### config.mk
export PLATFORM = sky130hd
export DESIGN_NAME = javascript_string_escaper_unit
export DESIGN_NICKNAME = d
export VERILOG_FILES = /design/src/rtl/jse_pkg.sv /design/src/rtl/javascript_string_escaper_unit.sv /design/src/rtl/jse_front.sv /design/src/rtl/jse_queue.sv /design/src/rtl/jse_back.sv
export SDC_FILE = /design/constraint.sdc
export NUM_CORES = 1
export LEC_CHECK = 0
export BUFFER_PORTS_ARGS = -buffer_cell sky130_fd_sc_hd__buf_2
export CORE_ASPECT_RATIO = 1.2
export CORE_MARGIN = 4
export CORE_UTILIZATION = 55
export DETAILED_ROUTE_END_ITERATION = 8
export PLACE_DENSITY = 0.85
export SLEW_MARGIN = 20
export SYNTH_ARGS = -nofsm -noshare
export SYNTH_HDL_FRONTEND = slang
export SYNTH_SLANG_ARGS = --single-unit
### constraint.sdc
create_clock -name clk -period 5.5 [get_ports clk]
set_clock_uncertainty 0.2 [all_clocks]
set_input_delay 1.1 -clock clk [delete_from_list [all_inputs] [get_ports clk]]
set_output_delay 1.1 -clock clk [all_outputs]
set_load 0.03 [all_outputs]
### src/rtl/jse_pkg.sv
// Package with the shared types, character constants and helpers of the string escaper.
`default_nettype none

package jse_pkg;

    localparam logic [7:0] CH_QUOTE  = 8'h22;
    localparam logic [7:0] CH_BSLASH = 8'h5C;
    localparam logic [7:0] CH_U      = 8'h75;
    localparam logic [7:0] CH_ZERO   = 8'h30;
    localparam logic [7:0] CH_B      = 8'h62;
    localparam logic [7:0] CH_F      = 8'h66;
    localparam logic [7:0] CH_N      = 8'h6E;
    localparam logic [7:0] CH_R      = 8'h72;
    localparam logic [7:0] CH_T      = 8'h74;
    localparam logic [7:0] CH_BS     = 8'h08;
    localparam logic [7:0] CH_FF     = 8'h0C;
    localparam logic [7:0] CH_LF     = 8'h0A;
    localparam logic [7:0] CH_CR     = 8'h0D;
    localparam logic [7:0] CH_TAB    = 8'h09;
    localparam logic [7:0] PRINT_LO  = 8'h20;
    localparam logic [7:0] PRINT_HI  = 8'h7E;

    typedef enum logic [1:0] {
        CLS_PLAIN,
        CLS_SHORT,
        CLS_UNI,
        CLS_QUOTES
    } cls_t;

    // One queued request: how to expand it and which quotes surround it.
    typedef struct packed {
        cls_t       cls;
        logic [7:0] val;
        logic       lead_q;
        logic       tail_q;
    } desc_t;

    function automatic logic [2:0] body_len(input cls_t cls);
        logic [2:0] len;
        begin
            case (cls)
                CLS_PLAIN:  len = 3'd1;
                CLS_SHORT:  len = 3'd2;
                CLS_UNI:    len = 3'd6;
                CLS_QUOTES: len = 3'd0;
                default:    len = 3'd0;
            endcase
            return len;
        end
    endfunction

    function automatic logic [7:0] hex_digit(input logic [3:0] nib);
        logic [7:0] d;
        begin
            if (nib < 4'd10)
            begin
                d = {4'h0, nib} + 8'h30;
            end
            else
            begin
                d = {4'h0, nib} + 8'h37;
            end
            return d;
        end
    endfunction

endpackage

`default_nettype wire

### src/rtl/javascript_string_escaper_unit.sv
// Top level of the JavaScript string escaper: front end, request queue and back end.
// The back end emits one output byte per cycle while out_stall is low. A request yields
// one byte for a printable byte that needs no escape, two for a backslash escape, six
// for a \u00XX escape, plus one for each surrounding quote when quoting is on, and two
// for an empty string with quoting on. Plain bytes without quotes therefore stream at
// one per cycle. An empty string with quoting off emits nothing and is
// not queued. The input is stalled only once the request queue (QUEUE_DEPTH entries) is
// full. include_quotes is written through cfg_write/cfg_data and should only be changed
// while the block is idle.
`default_nettype none

module javascript_string_escaper_unit #(
    parameter int QUEUE_DEPTH = 2
) (
    input  wire logic       clk,
    input  wire logic       rst_n,
    input  wire logic       cfg_write,
    input  wire logic       cfg_data,
    input  wire logic       in_valid,
    output logic            in_stall,
    input  wire logic [7:0] ch,
    input  wire logic       first_char,
    input  wire logic       last_char,
    input  wire logic       empty_string,
    output logic            out_valid,
    input  wire logic       out_stall,
    output logic [7:0]      out_byte,
    output logic            last_of_run
);

    jse_pkg::desc_t push_desc;
    jse_pkg::desc_t head_desc;
    logic           push;
    logic           pop;
    logic           head_valid;
    logic           q_full;

    jse_front u_front (
        .clk          (clk),
        .rst_n        (rst_n),
        .cfg_write    (cfg_write),
        .cfg_data     (cfg_data),
        .in_valid     (in_valid),
        .ch           (ch),
        .first_char   (first_char),
        .last_char    (last_char),
        .empty_string (empty_string),
        .q_full       (q_full),
        .push_desc    (push_desc),
        .push         (push)
    );

    jse_queue #(
        .DEPTH (QUEUE_DEPTH)
    ) u_queue (
        .clk        (clk),
        .rst_n      (rst_n),
        .push       (push),
        .push_desc  (push_desc),
        .pop        (pop),
        .head_desc  (head_desc),
        .head_valid (head_valid),
        .full       (q_full)
    );

    jse_back u_back (
        .clk         (clk),
        .rst_n       (rst_n),
        .head_desc   (head_desc),
        .head_valid  (head_valid),
        .pop         (pop),
        .out_valid   (out_valid),
        .out_stall   (out_stall),
        .out_byte    (out_byte),
        .last_of_run (last_of_run)
    );

    assign in_stall = q_full;

endmodule

`default_nettype wire

### src/rtl/jse_front.sv
// Front end: holds the quoting register, accepts requests and classifies each byte.
`default_nettype none

module jse_front (
    input  wire logic          clk,
    input  wire logic          rst_n,
    input  wire logic          cfg_write,
    input  wire logic          cfg_data,
    input  wire logic          in_valid,
    input  wire logic [7:0]    ch,
    input  wire logic          first_char,
    input  wire logic          last_char,
    input  wire logic          empty_string,
    input  wire logic          q_full,
    output jse_pkg::desc_t     push_desc,
    output logic               push
);

    logic       quotes_reg;
    logic       accept;
    logic [7:0] short_code;
    logic       is_short;

    always_ff @(posedge clk or negedge rst_n)
    begin
        if (!rst_n)
        begin
            quotes_reg <= 1'b0;
        end
        else if (cfg_write)
        begin
            quotes_reg <= cfg_data;
        end
    end

    always_comb
    begin
        is_short   = 1'b1;
        short_code = ch;
        case (ch)
            jse_pkg::CH_QUOTE:  short_code = jse_pkg::CH_QUOTE;
            jse_pkg::CH_BSLASH: short_code = jse_pkg::CH_BSLASH;
            jse_pkg::CH_BS:     short_code = jse_pkg::CH_B;
            jse_pkg::CH_FF:     short_code = jse_pkg::CH_F;
            jse_pkg::CH_LF:     short_code = jse_pkg::CH_N;
            jse_pkg::CH_CR:     short_code = jse_pkg::CH_R;
            jse_pkg::CH_TAB:    short_code = jse_pkg::CH_T;
            default:            is_short = 1'b0;
        endcase
    end

    always_comb
    begin
        accept = in_valid && !q_full;
        // An empty string with quoting off produces nothing, so it is not queued.
        push   = accept && !(empty_string && !quotes_reg);

        push_desc.val    = ch;
        push_desc.lead_q = quotes_reg && first_char;
        push_desc.tail_q = quotes_reg && last_char;
        if (empty_string)
        begin
            push_desc.cls    = jse_pkg::CLS_QUOTES;
            push_desc.lead_q = 1'b1;
            push_desc.tail_q = 1'b1;
        end
        else if (is_short)
        begin
            push_desc.cls = jse_pkg::CLS_SHORT;
            push_desc.val = short_code;
        end
        else if (!(ch inside {[jse_pkg::PRINT_LO:jse_pkg::PRINT_HI]}))
        begin
            push_desc.cls = jse_pkg::CLS_UNI;
        end
        else
        begin
            push_desc.cls = jse_pkg::CLS_PLAIN;
        end
    end

endmodule

`default_nettype wire

### src/rtl/jse_queue.sv
// Short register queue of classified requests between the front and back ends.
`default_nettype none

module jse_queue #(
    parameter int DEPTH = 2
) (
    input  wire logic           clk,
    input  wire logic           rst_n,
    input  wire logic           push,
    input  wire jse_pkg::desc_t push_desc,
    input  wire logic           pop,
    output jse_pkg::desc_t      head_desc,
    output logic                head_valid,
    output logic                full
);

    localparam int PTR_W = (DEPTH > 1) ? $clog2(DEPTH) : 1;
    localparam int CNT_W = $clog2(DEPTH + 1);

    jse_pkg::desc_t     mem_reg [DEPTH];
    logic [PTR_W-1:0]   wr_ptr_reg, wr_ptr_next;
    logic [PTR_W-1:0]   rd_ptr_reg, rd_ptr_next;
    logic [CNT_W-1:0]   count_reg, count_next;
    logic               do_push, do_pop;

    always_comb
    begin
        head_valid = (count_reg != '0);
        full       = (count_reg == CNT_W'(DEPTH));
        head_desc  = mem_reg[rd_ptr_reg];
        do_push    = push && !full;
        do_pop     = pop && head_valid;

        wr_ptr_next = wr_ptr_reg;
        if (do_push)
        begin
            wr_ptr_next = (wr_ptr_reg == PTR_W'(DEPTH - 1)) ? '0 : wr_ptr_reg + PTR_W'(1);
        end
        rd_ptr_next = rd_ptr_reg;
        if (do_pop)
        begin
            rd_ptr_next = (rd_ptr_reg == PTR_W'(DEPTH - 1)) ? '0 : rd_ptr_reg + PTR_W'(1);
        end
        count_next = count_reg;
        if (do_push && !do_pop)
        begin
            count_next = count_reg + CNT_W'(1);
        end
        else if (do_pop && !do_push)
        begin
            count_next = count_reg - CNT_W'(1);
        end
    end

    always_ff @(posedge clk or negedge rst_n)
    begin
        if (!rst_n)
        begin
            wr_ptr_reg <= '0;
            rd_ptr_reg <= '0;
            count_reg  <= '0;
        end
        else
        begin
            wr_ptr_reg <= wr_ptr_next;
            rd_ptr_reg <= rd_ptr_next;
            count_reg  <= count_next;
        end
    end

    always_ff @(posedge clk)
    begin
        if (do_push)
        begin
            mem_reg[wr_ptr_reg] <= push_desc;
        end
    end

endmodule

`default_nettype wire

### src/rtl/jse_back.sv
// Back end: expands the queued request at the head into its run of output bytes.
`default_nettype none

module jse_back (
    input  wire logic           clk,
    input  wire logic           rst_n,
    input  wire jse_pkg::desc_t head_desc,
    input  wire logic           head_valid,
    output logic                pop,
    output logic                out_valid,
    input  wire logic           out_stall,
    output logic [7:0]          out_byte,
    output logic                last_of_run
);

    logic [2:0] idx_reg, idx_next;
    logic       valid_reg, valid_next;
    logic [7:0] byte_reg;
    logic       last_reg;
    logic [2:0] len;
    logic [3:0] total;
    logic [2:0] b;
    logic [7:0] body_byte;
    logic [7:0] cur_byte;
    logic       cur_last;
    logic       advance;

    always_comb
    begin
        len   = jse_pkg::body_len(head_desc.cls);
        total = {3'b000, head_desc.lead_q} + {1'b0, len} + {3'b000, head_desc.tail_q};
        b     = idx_reg - {2'b00, head_desc.lead_q};

        case (head_desc.cls)
            jse_pkg::CLS_PLAIN:
            begin
                body_byte = head_desc.val;
            end
            jse_pkg::CLS_SHORT:
            begin
                body_byte = (b == 3'd0) ? jse_pkg::CH_BSLASH : head_desc.val;
            end
            jse_pkg::CLS_UNI:
            begin
                case (b)
                    3'd0:    body_byte = jse_pkg::CH_BSLASH;
                    3'd1:    body_byte = jse_pkg::CH_U;
                    3'd2:    body_byte = jse_pkg::CH_ZERO;
                    3'd3:    body_byte = jse_pkg::CH_ZERO;
                    3'd4:    body_byte = jse_pkg::hex_digit(head_desc.val[7:4]);
                    3'd5:    body_byte = jse_pkg::hex_digit(head_desc.val[3:0]);
                    default: body_byte = jse_pkg::CH_ZERO;
                endcase
            end
            default:
            begin
                body_byte = jse_pkg::CH_QUOTE;
            end
        endcase

        // Opening quote, then the body, then the closing quote.
        if (head_desc.lead_q && idx_reg == 3'd0)
        begin
            cur_byte = jse_pkg::CH_QUOTE;
        end
        else if (b < len)
        begin
            cur_byte = body_byte;
        end
        else
        begin
            cur_byte = jse_pkg::CH_QUOTE;
        end
        cur_last = ({1'b0, idx_reg} == total - 4'd1);

        advance    = head_valid && (!valid_reg || !out_stall);
        pop        = advance && cur_last;
        idx_next   = idx_reg;
        valid_next = valid_reg;
        if (advance)
        begin
            valid_next = 1'b1;
            idx_next   = cur_last ? 3'd0 : idx_reg + 3'd1;
        end
        else if (!out_stall)
        begin
            valid_next = 1'b0;
        end
    end

    always_ff @(posedge clk or negedge rst_n)
    begin
        if (!rst_n)
        begin
            idx_reg   <= 3'd0;
            valid_reg <= 1'b0;
        end
        else
        begin
            idx_reg   <= idx_next;
            valid_reg <= valid_next;
        end
    end

    always_ff @(posedge clk)
    begin
        if (advance)
        begin
            byte_reg <= cur_byte;
            last_reg <= cur_last;
        end
    end

    assign out_valid   = valid_reg;
    assign out_byte    = byte_reg;
    assign last_of_run = last_reg;

endmodule

`default_nettype wire

==> results of run 1 <==
## layer usage
metal	track usage, %	up-vias	wire (um)
met5	0	-	0
met4	7.692	0	133
met3	4.910	14	283
met2	29.85	63	2561
met1	20.85	965	2106
li1	-	1010	-
## worst max-delay path, cell delays in order, from the launching register on
cell and delay [ps]:
dfrtp_1 910, mux2i_1 530, ha_1 350, inv_1 70
ha_1 200, inv_1 80, fa_1 430, ha_1 220
o21bai_1 180, xnor2_1 140, nor4_2 360, and2_1 230
inv_1 60, ha_1 200, xor2_1 140, nor2_1 110
xnor2_1 120
## per-stage QoR
| step | util (%) | hold slack, ps | power (uW) | setup slack (ps) | area [um2] |
|---|---|---|---|---|---|
| after floorplan | - | 247.9 | 1254 | 1590 | 2670 |
| after global placement | 61.56 | 262.0 | 1424 | 1074 | 2849 |
| after detailed placement | 61.56 | 270.1 | 1455 | 897.9 | 2849 |
| after CTS | 63.94 | 286.3 | 1704 | 869.5 | 2959 |
| after global routing | 64.02 | 302.8 | 1830 | 516.8 | 2963 |
| final | 64.02 | 292.8 | 1703 | 891.3 | 2963 |
## report_power, final
part           internal, uW  total, uW  leakage [uW]  switching (uW)
Combinational           365        922      0.000733             556
Clock                   135        238     0.0000514             103
Sequential              465        543      0.000412            78.3
## kinds of logic (layout without fill, tap and decap cells)
logic type,count (synthesis),count (layout)
simple gates,85,85
compound gates,62,62
flops,42,42
buf+inv,28,57
fa+ha+maj,18,18
mux,13,13
xor+xnor,11,11
## path summary, 6_finish.rpt
check | startpoint | end | slack, ps | cells after the start
worst min register to register | u_queue.wr_ptr_reg$_DFFE_PN0P_ | u_queue.wr_ptr_reg$_DFFE_PN0P_ | 290 | 1
max in group asynchronous | rst_n | u_queue.count_reg[0]$_DFFE_PN0P_ | 4490 | 1
min in group asynchronous | rst_n | u_back.out_valid$_DFFE_PN0P_ | 440 | 1
worst min-delay path | u_queue.wr_ptr_reg$_DFFE_PN0P_ | u_queue.wr_ptr_reg$_DFFE_PN0P_ | 290 | 1
worst max register to register | u_queue.rd_ptr_reg$_DFFE_PN0P_ | u_queue.count_reg[1]$_DFFE_PN0P_ | 890 | 16
worst max-delay path | u_queue.rd_ptr_reg$_DFFE_PN0P_ | u_queue.count_reg[1]$_DFFE_PN0P_ | 890 | 16
## layout by cell type (no fill, tap or decap), types with 8 or more instances in the layout
| cell | n |
|---|---|
| nor3_1 | 9 |
| nand2_1 | 21 |
| edfxtp_1 | 33 |
| nor2_1 | 21 |
| mux2i_1 | 12 |
| buf_2 | 27 |
| inv_1 | 20 |
| dfrtp_1 | 9 |
| a21oi_1 | 9 |
| o21ai_0 | 12 |
| a211oi_1 | 8 |
| ha_1 | 17 |
## final cells by class
class,count,area [um2],share of cell area [%]
sequential,42,1216,41.05
inverter,21,78.83,2.660
tap,58,72.57,2.449
timing repair buffer,28,142.6,4.814
multi-input combinational,189,1343,45.31
clock inverter,2,37.54,1.267
clock buffer,6,72.57,2.449
==> metrics.cfg, run 1 <==
[routing]
wl_per_cell_um=14.69
drt-total-wl_mm=5.084
drtIter0Drc=204
avgViaCountPerCell=5.931
route.detailed.drc=0
first_pass_iters=4
final_antenna_net_count=0
vias=2052

[finish]
synthToLayoutAreaGrowth_pct=10.97
nNetsFinal=322
drive_gt1_share_pct=14.58
largest_reg_flops=24
fin_cells=346
n_antenna_cell=0
nFillCells=360

[yosys]
synth_seq_area_share_pct=45.55
synth_warnings=0
synth_top_area_share_pct=37.11
yosysMostFrequentCell=edfxtp_1
synthesis.area_mm2=0.002670
synth-main-ff-cell=edfxtp_1
synthXorXnorAreaFrac_pct=3.608
synth_compound_area_share_pct=16.45
synth_top_family_by_area=compound AO/OA/AOI/OAI gates
ys_types=57
synth-edff-count=33
yosys.area_share.simple_pct=16.45
async_reset_ff_share_pct=21.43
synth_area_leader_cell=edfxtp_1
ys_top_cells_by_count=33 x edfxtp_1, 21 x nand2_1, 21 x nor2_1
syn_inst=259
postSynthAreaPerCell_um2=10.31
synth_area_leaders=edfxtp_1 37%, dfrtp_1 8.4%, ha_1 8.0%
muxShareOfSynthArea_pct=4.920
synthAdderAreaFrac_pct=8.716
syn_nets=294
ys_ff_latch=42

[global_routing]
grt_pass1_wl_mm=8.521
grt_overflow_total=0
grt_max_degree=24
grt_antenna_before_repair=0
grt_usage_pct=17.70
grt_pass1_vias=1906

[die]
dieArea_mm2=0.006038
fp.coreArea_mm2=0.004628
initial_utilization_pct=57.69
rows=27
die_w_um=71.61
die_h_um=84.33
ioPinCount=28

[setup_path]
required_ps=5520
start_kind=flop
worstSetupEndpointType=flop
cp_max_fo=23
crit_type=reg2reg
arrival_ps=4630

[clocking]
cts_buffers=5
post_cts_buffers=0
cts-root-buf=clkbuf_8
path_clk_slew_ps=80
htree_levels=2
cts_resized=0
postCtsHoldBufs=0
clock-sinks=42
cts.path.max_buffers=2
clkLatencyLatePin_ps=290
cts_tree=built

[sta]
finalSetupViolations=0
min_period_ps=4609
tightest_slew_ps=936.5
slew_headroom_pct=37.34
drv_slew=0
rsz0062_at_grt=false
clock.fmax_mhz=217.0
fin_crit_sh_pct=83.79
fin_tns_setup_ps=0
finalHoldViolCount=0

[hold_path]
min_path_type=reg2reg

[placed_design]
portBuffers=27
place.gp.congestion=0.9343
hpwl_mm=3.892
dp.cells=338

[power]
ir_worst_vdd_v=0.0004227
p_leak_uw=0.001196
p_per_area_mw_per_mm2=574.7

[run]
drv_cap=0

[outcome]
status=complete, no violations

No activity file was read; power rests on OpenSTA's default activity.
==> run 2, diff against run 1 <==
- CORE_UTILIZATION: 55 -> 53
- PLACE_DENSITY: 0.85 -> 0.86
- clock period: 5.5 -> 3.94 ns (I/O delays scaled with it)
==> run 2 against run 1 <==
  * Register-to-register slack lost 710 ps
  * Critical endpoint unchanged
  * Count of clock-buffer cells in the layout unchanged
  * Non-clock buffer count rose by 5
  * Clock power grew 42%
  * Critical path type unchanged
  * Wire length increased by 5.3%
  * Final area rose by 1.4%
  * Utilization down 2.8 points
  * Largest power group unchanged
  * Worst hold slack worse by 150 ps
  * Via count grew 3.6%
==> metrics.cfg, run 2 (synthesized netlist as in run 1, its figures left out) <==
[sta]
tightest_slew_ps=994.4  ; +57.88 ps
fin_tns_setup_ps=0  ; unchanged
finalHoldViolCount=0  ; unchanged
drv_slew=0  ; unchanged
finalSetupViolations=0  ; unchanged
slew_headroom_pct=33.46  ; -3.9 points
clock.fmax_mhz=265.8  ; +23%
fin_crit_sh_pct=95.48  ; +12 points
timing.final.ws_setup_ps=178.2  ; -713.1 ps
min_period_ps=3762  ; -846.9 ps
holdWs_ps=138.6  ; -154.3 ps

[clocking]
cts_tree=built
post_cts_buffers=0  ; unchanged
postCtsHoldBufs=0  ; unchanged
cts_resized=0  ; unchanged
cts_buffers=5  ; unchanged
htree_levels=2  ; unchanged
cts.path.max_buffers=2  ; unchanged
path_clk_slew_ps=80  ; about the same
cts-root-buf=clkbuf_8
clkLatencyLatePin_ps=290  ; about the same
clock-sinks=42  ; unchanged

[placed_design]
pre_cts_ws_ps=168.3  ; -729.7 ps
hpwl_mm=4.039  ; +3.8%
portBuffers=27  ; unchanged
dpl-instance-area_mm2=0.002889  ; +1.4%
place.gp.congestion=1.011  ; +8.3%

[power]
p_per_area_mw_per_mm2=811.9  ; +41%
combinationalPowerShare_pct=56.3  ; +2.2 points
p_sw_share_pct=43.43  ; +0.12 points
ir_worst_vdd_v=0.0003017  ; -29%
seqPwrFrac_pct=29.8  ; -2.1 points
p_leak_uw=0.001218  ; +1.8%
clkPwrFrac_pct=13.9  ; about the same
switching_power_uw=1059  ; +44%
intPower_uw=1379  ; +43%

[die]
die_w_um=72.80  ; +1.7%
die_h_um=85.75  ; +1.7%
rows=28  ; +3.7%
fp.coreArea_mm2=0.004905  ; +6.0%
initial_utilization_pct=54.44  ; -3.3 points
ioPinCount=28  ; unchanged
dieArea_mm2=0.006242  ; +3.4%

[global_routing]
grt_pass1_wl_mm=9.039  ; +6.1%
grt_pass1_vias=1984  ; +4.1%
grt_overflow_total=0  ; unchanged
grt_max_degree=19  ; -21%
grt_antenna_before_repair=0  ; unchanged
grt_usage_pct=18.20  ; +0.50 points

[outcome]
status=complete, no violations

[finish]
n_antenna_cell=0  ; unchanged
nFillCells=402  ; +12%
fin_util_pct=61.22  ; -2.8 points
largest_reg_flops=24  ; unchanged
final_cell_area_mm2=0.003003  ; +1.4%
nNetsFinal=327  ; +1.6%
synthToLayoutAreaGrowth_pct=12.46
drive_gt1_share_pct=16.38  ; +1.8 points
most-common-layout-cells=33 x edfxtp_1, 27 x buf_2, 21 x nand2_1, 21 x nor2_1, 20 x inv_1
layout_commonest_cell=edfxtp_1

[setup_path]
start_kind=flop
cp_slowest_stage_delay_ps=450  ; -460 ps
crit_chain=mux2i_1 > ha_2 > inv_1 > ha_1 > inv_1 > fa_1 > ha_1 > o21bai_1 > xnor2_1 > nor4_2 > and2_1 > inv_1 > ha_1 > xor2_1 > nor2_1 > xnor2_1
required_ps=3960  ; -1560 ps
crit_type=reg2reg
cp_max_fo=6  ; -74%
arrival_ps=3780  ; -850 ps
worstSetupEndpointType=flop
cp_slowest_cell=dfrtp_2

[routing]
drt-total-wl_mm=5.351  ; +5.3%
wl_per_cell_um=15.16  ; +3.2%
drtIter0Drc=257  ; +26%
vias=2125  ; +3.6%
route.detailed.drc=0  ; unchanged
avgViaCountPerCell=6.020  ; +1.5%
first_pass_iters=5  ; +1
final_antenna_net_count=0  ; unchanged

[hold_path]
min_path_type=in2async

[run]
drv_cap=0  ; unchanged

run 2: area by class of cell:
class,instances,area [um2],area share (%)
timing repair buffer,33,180.2,6.000
sequential,42,1217,40.54
clock inverter,2,37.54,1.250
clock buffer,6,72.57,2.417
inverter,21,78.83,2.625
multi-input combinational,189,1341,44.67
tap,60,75.07,2.500
run 2: path summary, 6_finish.rpt:
kind / start / to / slack [ps] / cells past startpoint
min: rst_n / u_back.out_valid$_DFFE_PN0P_ / 140 / 1
max in group asynchronous: rst_n / u_queue.rd_ptr_reg$_DFFE_PN0P_ / 3200 / 1
max: u_queue.rd_ptr_reg$_DFFE_PN0P_ / u_queue.count_reg[1]$_DFFE_PN0P_ / 180 / 16
max reg2reg: u_queue.rd_ptr_reg$_DFFE_PN0P_ / u_queue.count_reg[1]$_DFFE_PN0P_ / 180 / 16
min in group clk: u_queue.count_reg[1]$_DFFE_PN0P_ / u_back.out_valid$_DFFE_PN0P_ / 290 / 2
min reg2reg: u_queue.count_reg[1]$_DFFE_PN0P_ / u_back.out_valid$_DFFE_PN0P_ / 290 / 2
run 2: routing by layer:
| metal | up-vias | GRT usage, % | part of all wire [%] |
|---|---|---|---|
| met5 | - | 0 | 0 |
| met4 | 0 | 6.376 | 1.7 |
| met1 | 1001 | 22.05 | 40 |
| li1 | 1021 | - | - |
| met2 | 93 | 32.51 | 53 |
| met3 | 10 | 2.579 | 5.7 |
run 2: worst max-delay path: cells and delay by family, from the launching register on:
kind                     cells  cell delay, ps
XOR/XNOR                     3             400
flip-flops                   1             450
AND/OR/NAND/NOR              3             640
AO/OA/AOI/OAI                1             170
adder cells (fa/ha/maj)      5            1330
multiplexers                 1             290
buffers and inverters        3             190
run 2: metrics by stage:
| step | power, uW | std cells |
|---|---|---|
| final | 2438 | 353 |
| after global routing | 2603 | 353 |
| after CTS | 2422 | 353 |
| after detailed placement | 2075 | 345 |
| after global placement | 2033 | 345 |
| after floorplan | 1750 | 259 |
run 2: power by group through the flow:
stage                     registers [uW]  logic, uW  clock network [uW]
after CTS                            726       1350                 342
after detailed placement             737       1340                   0
after global placement               729       1300                   0
after floorplan                      816        934                   0
final                                726       1370                 338
after global routing                 744       1500                 362
